==> src/rtl/mcvc_pkg.sv <==
// ----------------------------------------------------------------------------
// mcvc_pkg
// Shared types, widths and arithmetic helpers for the min-cost volume cover
// dynamic-programming block.
// ----------------------------------------------------------------------------
package mcvc_pkg;

  // Default row size: volumes 0..DEF_MAX_TARGET
  localparam int DEF_MAX_TARGET = 1024;

  // Field widths
  localparam int COST_W      = 32;
  localparam int DIST_W      = 9;
  localparam int ITEM_COST_W = 16;
  localparam int VOL_W       = 11;
  localparam int TGT_W       = 11;

  // Configuration port
  localparam int APB_DW = 32;
  localparam int APB_AW = 3;

  // Register indexes
  localparam int REG_TARGET = 0;

  // Item queue between front and back
  localparam int QUEUE_DEPTH = 2;
  localparam int QPTR_W      = $clog2(QUEUE_DEPTH);
  localparam int QCNT_W      = $clog2(QUEUE_DEPTH + 1);

  // Saturation values
  localparam logic [COST_W-1:0] COST_NONE = {COST_W{1'b1}};
  localparam logic [DIST_W-1:0] DIST_MAX  = {DIST_W{1'b1}};

  // One DP entry: least cost and distinct kinds used
  typedef struct packed {
    logic [COST_W-1:0] cost;
    logic [DIST_W-1:0] kinds;
  } entry_t;

  // One queued item kind
  typedef struct packed {
    logic [ITEM_COST_W-1:0] cost;
    logic [VOL_W-1:0]       vol;
    logic                   last;
  } item_t;

  // Add an item cost, stopping at all-ones
  function automatic logic [COST_W-1:0] sat_cost(input logic [COST_W-1:0]      a,
                                                 input logic [ITEM_COST_W-1:0] b);
    logic [COST_W:0] s;
    s = {1'b0, a} + (COST_W + 1)'(b);
    return s[COST_W] ? COST_NONE : s[COST_W-1:0];
  endfunction

  // Count one more distinct kind, stopping at all-ones
  function automatic logic [DIST_W-1:0] sat_dist(input logic [DIST_W-1:0] d);
    return (d == DIST_MAX) ? DIST_MAX : d + DIST_W'(1);
  endfunction

  // True when a beats b: lower cost, or equal cost with more distinct kinds
  function automatic logic wins(input entry_t a, input entry_t b);
    return (a.cost < b.cost) || ((a.cost == b.cost) && (a.kinds > b.kinds));
  endfunction

endpackage

==> src/rtl/mcvc_front.sv <==
// ----------------------------------------------------------------------------
// mcvc_front
// Input side: accepts item kinds on the start/busy handshake and holds them
// in a short queue until the DP sequencer takes them.
// ----------------------------------------------------------------------------
module mcvc_front
  import mcvc_pkg::*;
(
  input  logic                   clk,
  input  logic                   rst_n,
  input  logic                   start,
  input  logic [ITEM_COST_W-1:0] in_item_cost,
  input  logic [VOL_W-1:0]       in_item_volume,
  input  logic                   in_last_item,
  input  logic                   clearing,
  output logic                   busy,
  output logic                   q_valid,
  output item_t                  q_item,
  input  logic                   q_pop
);

  item_t             buf_r [QUEUE_DEPTH];
  logic [QPTR_W-1:0] wr_ptr_r;
  logic [QPTR_W-1:0] rd_ptr_r;
  logic [QCNT_W-1:0] count_r;
  logic              push;
  logic              pop;

  // Hold off new items when the queue is full or the rows are being cleared
  assign busy    = (count_r == QCNT_W'(QUEUE_DEPTH)) || clearing;
  assign push    = start && !busy;
  assign q_valid = (count_r != '0);
  assign pop     = q_pop && q_valid;
  assign q_item  = buf_r[rd_ptr_r];

  // Advance pointers and fill count
  always_ff @(posedge clk) begin
    if (!rst_n) begin
      wr_ptr_r <= '0;
      rd_ptr_r <= '0;
      count_r  <= '0;
    end else begin
      if (push) begin
        wr_ptr_r <= (wr_ptr_r == QPTR_W'(QUEUE_DEPTH - 1)) ? '0 : wr_ptr_r + QPTR_W'(1);
      end
      if (pop) begin
        rd_ptr_r <= (rd_ptr_r == QPTR_W'(QUEUE_DEPTH - 1)) ? '0 : rd_ptr_r + QPTR_W'(1);
      end
      case ({push, pop})
        2'b10:   count_r <= count_r + QCNT_W'(1);
        2'b01:   count_r <= count_r - QCNT_W'(1);
        default: count_r <= count_r;
      endcase
    end
  end

  // Store the accepted transfer
  always_ff @(posedge clk) begin
    if (push) begin
      buf_r[wr_ptr_r] <= '{cost: in_item_cost, vol: in_item_volume, last: in_last_item};
    end
  end

endmodule

==> config.mk <==
export PLATFORM = sky130hd
export DESIGN_NAME = mcvc_front
export DESIGN_NICKNAME = d
export VERILOG_FILES = /design/src/rtl/mcvc_pkg.sv /design/src/rtl/mcvc_front.sv
export SDC_FILE = /design/constraint.sdc
export NUM_CORES = 1
export LEC_CHECK = 0
export BUFFER_PORTS_ARGS = -buffer_cell sky130_fd_sc_hd__buf_2
export CAP_MARGIN = 20
export CORE_UTILIZATION = 51
export DETAILED_ROUTE_END_ITERATION = 10
export PLACE_DENSITY = 0.82
export REMOVE_ABC_BUFFERS = 1
export SETUP_SLACK_MARGIN = 0.3
export SLEW_MARGIN = 20
export SYNTH_ARGS = -nofsm -noshare
export SYNTH_HDL_FRONTEND = slang
export SYNTH_SLANG_ARGS = --single-unit
==> constraint.sdc <==
create_clock -name clk -period 3.4 [get_ports clk]
set_input_delay 1.02 -clock clk [delete_from_list [all_inputs] [get_ports clk]]
set_output_delay 1.02 -clock clk [all_outputs]
set_load 0.03 [all_outputs]
# Word-level counts from Yosys, hierarchy flattened
# Memories as Yosys holds them, arrays and structs flattened. A register that Yosys moved wholly into a read port is not among the register bits.
# Cells that the tools add are included.
# classes
addsub	4
eq_ne	3
mux	7
reduce_logical	6
# ops
operator	count
$mux 1	6
$eq 2x2->1 const B	2
$pmux 2 s2	1
$reduce_bool 2->1	2
$add 1x1->1 const B	2
$add 2x1->2 const B	1
$eq 2x1->1 const B	1
$logic_and 1x1->1	2
$sub 2x1->2 const B	1
$logic_not 1->1	1
$logic_or 1x1->1	1
# totals
ff_bits	4
ram_bits	56
input_bits	33
out_inout_bits	30
word_cells	24
mem_count	1
# mem_list
name	words	word_bits	rd	rd_clocked_by_memory_dff	write_ports	line_no	rtl
buf_r	2	28	1	1	1	mcvc_front.sv:22	item_t buf_r [QUEUE_DEPTH];

# Longest topological paths before layout
# Gate-level depths: netlist (run 1).
# logic_depth
word_depth	6
depth_mapped	6
mapped_depth_nobuf	6

# Worst setup path before layout (run 1)
# OpenSTA, ideal clock, no wires.
# synth_timing
path_kind	input port to flip-flop
start	input clearing
end	memory buf_r[0][0] (netlist name) (enable)
setup_time_ns	0.413
arrival_ns	2.458
required_ns	2.987
slack_ns	0.529
cell_stages	2
n_path_buf	0
cell_sequence	nand3b_1 > nor2_1
# synth_between
elab_chain_len	5
# synth_rtl
element	line_no	rtl
start: declaration	mcvc_front.sv:15	input logic clearing,
$logic_or 1x1->1	mcvc_front.sv:30	assign busy = (count_r == QCNT_W'(QUEUE_DEPTH)) || clearing;
$logic_not 1->1	mcvc_front.sv:31	assign push = start && !busy;
$logic_and 1x1->1	mcvc_front.sv:31	
$mux 1	mcvc_front.sv:59	if (push) begin
$mux 1 (not written as such)	mcvc_front.sv:60	buf_r[wr_ptr_r] <= '{cost: in_item_cost, vol: in_item_volume, last: in_last_item};
end: declaration	mcvc_front.sv:22	
# No other way between the ends.

==> metrics.txt, run 1 <==
Hold Path Class flop to flop; post-route minimum period 2.86 ns; drt total wl 3.71 mm; synthesized area per cell 19.9 µm²; yosys synthesis warning count 0; Bufs and invs on worst path 2; post-synthesis cell area 0.00225 mm²; DRT Pass-1 Iters 4; Initial Util 54.7%; post-layout util 68.6%; cell accounting for the most synthesized area edfxtp_1; Seq/Total Area, Yosys 79.2%; core area 0.00412 mm²; vias per inst 4.93; register-to-register setup slack 1.44 ns; CP endpoint kind output port; grt total ovfl 0; Syn-to-layout area delta 25.4%; flops & latches, synth 61; Req. time, crit path 2.38 ns; synth cell count leaders 56 x edfxtp_1, 28 x mux2_2, 5 x dfxtp_1, 3 x buf_2, 3 x xnor2_1; storage element area 0.00178 mm²; most common cell in the netlist edfxtp_1; Leak 1.06 nW; CTS buffer count 9; Post-CTS Hold Buffers 0; Worst path depth 3; CTS tree built; clock latency on the worst-skew pair 0.33 ns; Synth area leaders edfxtp_1 75%, mux2_2 14%, dfxtp_1 4.4%; Final HPWL DP 2.57 mm; number of I/O pins 63; R2R Path End buf_r[0][10]; max incr delay on CP 0.61 ns; GRT Total Usage 17.5%; Power Dens Cells 750 mW/mm²; CTS H-tree lvls 3; n_diodes 0; Fmax 0.350 GHz; WP data arrival 1.84 ns; post-synthesis cell type count 19; vias in the first global route 1201; worst-margin pin slew 0.555 ns; full die area 0.00468 mm²; final net count 220; routability cong. 0.689; FILL cells 272; setup TNS 0 ns; Post-synth EDFFs 56; slowest CP cell dfxtp_1; largest net degree at the start of global routing 29; RSZ-0062 raised after global routing no; crit path kind flop to output port; post-route clock period utilization 84.0%; final worst slack 0.543 ns; status completed; RR Startpoint count_r[0]; routed vias 1188; Cells after DPL 225; Syn Inst Count 113; Clock Sinks 61; total power 2.12 mW; worst path cell trace buf_4 > mux2_2 > buf_2; Die Height 68.4 µm; DRT iter0 DRCs 69; peak supply drop 0.000433 V; final slew viol count 0; pre-CTS WS 0.803 ns; first-pass GRT wire length 5.44 mm; layout cells sized above 1 56.0%; Post-CTS Setup Bufs 0; CP startpoint kind flop; Final Non-Filler Cells 241; Post-synth ARST share 0%; initial antenna violation count 0; antenna viol nets, final 0; Setup Viol. Count Final 0; chip width 68.4 µm; CP top delay family flip-flops; Yosys top cell area share 74.7%; area occupied by multi-input gates 455 µm²; prevailing post-synth register cell edfxtp_1; cells resized by post-CTS repair 0; Max-slew headroom 63.0%; clock tree buffer depth 2; CP max FO 18; Max Cap Violations 0; Residual DRC 0; Clock transition at path regs 0.06 ns; crit path to q_item[10]; Hold Vio Cnt, Final 0; FP Rows 23; IO Port Bufs 62; clock root cell clkbuf_8; Worst Skew 0.0114 ns; DR WL/cell 15.4 µm; r2r worst-path depth 4
[state kept, by name (all words and copies together), names as in the netlist, named ones only]
name and count:
rd_ptr_r 1, wr_ptr_r 1, buf_r 56, count_r 2
[logic make-up after synthesis]
| logic type | synth area share, % |
|---|---|
| DFF | 79.2 |
| muxes | 14.5 |
| and+or+nand+nor | 2.95 |
| buffers and inverters | 0.833 |
| AOI/OAI and AO/OA | 0.889 |
| xor gates and xnor gates | 1.17 |
| adders and majority gates | 0.556 |
[metal layers]
metal / global-route usage, % / wire (µm) / vias to the layer above
met4: 10.9 / 63 / 0
met3: 5.83 / 263 / 7
met2: 27.3 / 1780 / 48
met1: 20.6 / 1610 / 555
met5: 0 / 0 / -
li1: - / - / 578
[through the flow]
step	cell area, µm²	hold WS (ns)
4_1_cts	2820	0.495
2_1_floorplan	2240	0.451
5_1_grt	2820	0.521
6_report	2820	0.496
3_5_place_dp	2640	0.486
3_3_place_gp	2640	0.474
[worst min-delay path, delay by kind of cell (launching register included)]
kind | cells | cell delay [ns]
muxes | 1 | 0.05
and+or+nand+nor | 1 | 0.06
DFF | 1 | 0.33
[cell type report]
class / count / area share, %
Inverter: 1 / 0.133
Clock inverter: 3 / 1.33
Sequential cell: 61 / 63.1
Timing Repair Buffer: 65 / 11.8
Clock buffer: 13 / 5.27
Tap cell: 50 / 2.22
Multi-Input combinational cell: 48 / 16.1
[worst min path at each step]
stage,depth (start not counted),slack (ns),end,from
finish,2,0.50,wr_ptr_r,wr_ptr_r
global route,2,0.52,wr_ptr_r,wr_ptr_r
CTS,2,0.50,wr_ptr_r,wr_ptr_r
detailed placement,2,0.49,wr_ptr_r,wr_ptr_r
global placement,2,0.47,wr_ptr_r,wr_ptr_r
floorplan,2,0.45,wr_ptr_r,wr_ptr_r
[where the power goes]
group          total [mW]  internal, mW  switching [mW]
logic               0.587         0.230           0.357
registers           0.932         0.889          0.0428
clock network       0.597         0.354           0.243
[layout by cell type, fill, tap and decap left out, drive strengths merged]
master | Yosys | layout
xnor2 | 3 | 3
edfxtp | 56 | 56
clkinv | 0 | 2
mux2 | 28 | 28
a21boi | 1 | 1
clkbuf | 0 | 13
nand3b | 1 | 1
nand2b | 2 | 2
nor2 | 2 | 2
o21a | 1 | 1
dfxtp | 5 | 5
nor2b | 2 | 2
buf | 3 | 65
ha | 1 | 1
o21ai | 1 | 1
or3 | 1 | 1
mux2i | 1 | 1
inv | 1 | 1
bufinv | 0 | 1
nand2 | 2 | 2
or2 | 1 | 1
and2 | 1 | 1
Note: power is estimated with default switching activity, not from simulation.
==> run 2, diff against run 1 <==
--- a/config.mk
+++ b/config.mk
@@ -7,9 +7,9 @@
 export LEC_CHECK = 0
 export BUFFER_PORTS_ARGS = -buffer_cell sky130_fd_sc_hd__buf_2
 export CAP_MARGIN = 20
-export CORE_UTILIZATION = 51
+export CORE_UTILIZATION = 46
 export DETAILED_ROUTE_END_ITERATION = 10
-export PLACE_DENSITY = 0.82
+export PLACE_DENSITY = 0.79
 export REMOVE_ABC_BUFFERS = 1
 export SETUP_SLACK_MARGIN = 0.3
 export SLEW_MARGIN = 20
==> constraint.sdc (replaced) <==
create_clock -name clk -period 2.49 [get_ports clk]
set_input_delay 0.747 -clock clk [delete_from_list [all_inputs] [get_ports clk]]
set_output_delay 0.747 -clock clk [all_outputs]
set_load 0.03 [all_outputs]
==> run 2 against run 1 <==
Net effect: global-route usage down 1.1 points; register-to-register slack worse by 0.76 ns; design area up 3.0%; sequential power up 35%; core utilization down 7.0 points; sequential share of layout area down 1.8 points; via count up 3.2%; power up 47%; hold slack better by 0.0081 ns; flip-flop and latch count unchanged; critical path depth unchanged; combinational power up 43%.
==> metrics.txt, run 2 (same netlist as run 1, synthesis figures left out) <==
status completed (unchanged); clock latency on the worst-skew pair 0.33 ns (about the same); crit path kind flop to output port (unchanged); RSZ-0062 raised after global routing yes (was no); Final Non-Filler Cells 259 (was 241); Clock Sinks 61 (unchanged); antenna viol nets, final 0 (unchanged); Cells after DPL 243 (was 225); Clock transition at path regs 0.06 ns (about the same); peak supply drop 0.000871 V (was 0.000433 V); Power Dens Cells 1070 mW/mm² (was 750 mW/mm²); Final HPWL DP 2.57 mm (about the same); Setup Viol. Count Final 0 (unchanged); R2R Path End count_r[1] (was buf_r[0][10]); FP Rows 25 (was 23); routed vias 1226 (was 1188); first-pass GRT wire length 5.90 mm (was 5.44 mm); post-layout util 61.6% (was 68.6%); Residual DRC 0 (unchanged); final net count 221 (was 220); core area 0.00472 mm² (was 0.00412 mm²); hold path cells 2 (unchanged); CTS tree built (unchanged); Die Height 72.0 µm (was 68.4 µm); clock root cell clkbuf_8 (unchanged); vias in the first global route 1292 (was 1201); post-route cell area 0.00291 mm² (was 0.00282 mm²); layout cells sized above 1 57.3% (was 56.0%); IO Port Bufs 62 (unchanged); Hold Path End wr_ptr_r (unchanged); DRT Pass-1 Iters 4 (unchanged); vias per inst 4.73 (was 4.93); full die area 0.00518 mm² (was 0.00468 mm²); commonest non-fill, non-tap cell in the layout buf_2 (unchanged); CP endpoint kind output port (unchanged); Max Cap Violations 0 (unchanged); worst path cell trace buf_12 > mux2_2 > buf_2 (was buf_4 > mux2_2 > buf_2); RR Startpoint count_r[0] (unchanged); chip width 72.0 µm (was 68.4 µm); pre-CTS WS 0.319 ns (was 0.803 ns); Worst Min Path Start wr_ptr_r (unchanged); CTS H-tree lvls 3 (unchanged); Syn-to-layout area delta 29.2% (was 25.4%); max reg flops 56 (unchanged); Hold Vio Cnt, Final 0 (unchanged); register-to-register setup slack 0.68 ns (was 1.44 ns); Post-DP Area 0.00267 mm² (was 0.00264 mm²); CP startpoint kind flop (unchanged); clock tree buffer depth 2 (unchanged); CTS buffer count 9 (unchanged); largest registers buf_r x56, count_r x2 (unchanged); Hold Path Class flop to flop (unchanged); largest net degree at the start of global routing 29 (unchanged); slowest CP cell dfxtp_2 (was dfxtp_1); DR WL/cell 14.6 µm (was 15.4 µm); final worst slack 0.337 ns (was 0.543 ns); WP data arrival 1.41 ns (was 1.84 ns); Largest Register buf_r (unchanged); number of I/O pins 63 (unchanged); DRT iter0 DRCs 75 (was 69); post-route minimum period 2.15 ns; Initial Util 47.7% (was 54.7%); final slew viol count 0 (unchanged); initial antenna violation count 0 (unchanged); Post-CTS Setup Bufs 0 (unchanged); worst-margin pin slew 0.383 ns (was 0.555 ns); drt total wl 3.79 mm (was 3.71 mm); Max-slew headroom 74.5% (was 63.0%); routability cong. 0.659 (was 0.689); n_diodes 0 (unchanged); post-route clock period utilization 86.5%; r2r worst-path depth 5 (was 4); GRT Total Usage 16.3% (was 17.5%); Leak 1.09 nW (was 1.06 nW); CP max FO 19 (was 18); total power 3.10 mW (was 2.12 mW); Fmax 0.464 GHz; most frequent cells in the layout 62 x buf_2, 56 x edfxtp_1, 28 x mux2_2 (unchanged); Worst Skew 0.00705 ns (was 0.0114 ns); FILL cells 365 (was 272); max incr delay on CP 0.37 ns (was 0.61 ns); Req. time, crit path 1.74 ns (was 2.38 ns); grt total ovfl 0 (unchanged)
[run 2: power breakdown]
part | internal, mW | leakage [nW] | switching, mW
sequential | 1.22 | 0.555 | 0.0450
combinational | 0.337 | 0.425 | 0.505
clock | 0.655 | 0.113 | 0.347
total | 2.21 | 1.09 | 0.897
[run 2: worst max-delay path by stage]
stage / from / end / slack [ns] / depth (start not counted)
finish: flop / q_item[14] / 0.34 / 3
global route: flop / q_item[1] / 0.28 / 3
CTS: flop / q_item[14] / 0.32 / 3
detailed placement: clearing / count_r[1] / 0.32 / 5
global placement: clearing / count_r[1] / 0.50 / 5
floorplan: clearing / buf_r[0][0] / -0.11 / 2
[run 2: metal layers]
metal,GRT usage (%),wire (µm)
met1,17.9,1570
met2,26.4,1890
met3,6.81,259
met4,10.2,74
met5,0,0
[run 2: stage by stage]
stage | TNS, ns | hold slack, ns
floorplan | -6.06 | 0.451
global placement | 0 | 0.471
detailed placement | 0 | 0.500
CTS | 0 | 0.513
global route | 0 | 0.547
finish | 0 | 0.504
[run 2: final cells by class]
class | count | area [µm²] | area share, %
clock buffer | 10 | 128 | 4.39
inverter | 1 | 3.75 | 0.129
sequential | 61 | 1780 | 61.3
multi-input combinational | 48 | 455 | 15.7
clock inverter | 6 | 101 | 3.49
timing repair buffer | 66 | 353 | 12.1
tap | 67 | 83.8 | 2.88
[run 2: critical path, delay by kind of cell (launching register included)]
| kind | cells | cell delay [ns] |
|---|---|---|
| buf+inv | 2 | 0.35 |
| flops | 1 | 0.37 |
| mux | 1 | 0.35 |
[run 2: timing repair]
| action | in CTS | in global routing |
|---|---|---|
| endpoints found under the setup margin | 19 | 20 |
| hold buffers | 0 | 0 |
| cloned | 0 | 0 |
| gates resized for setup | 4 | 0 |
| endpoints found under the hold margin | 0 | 0 |
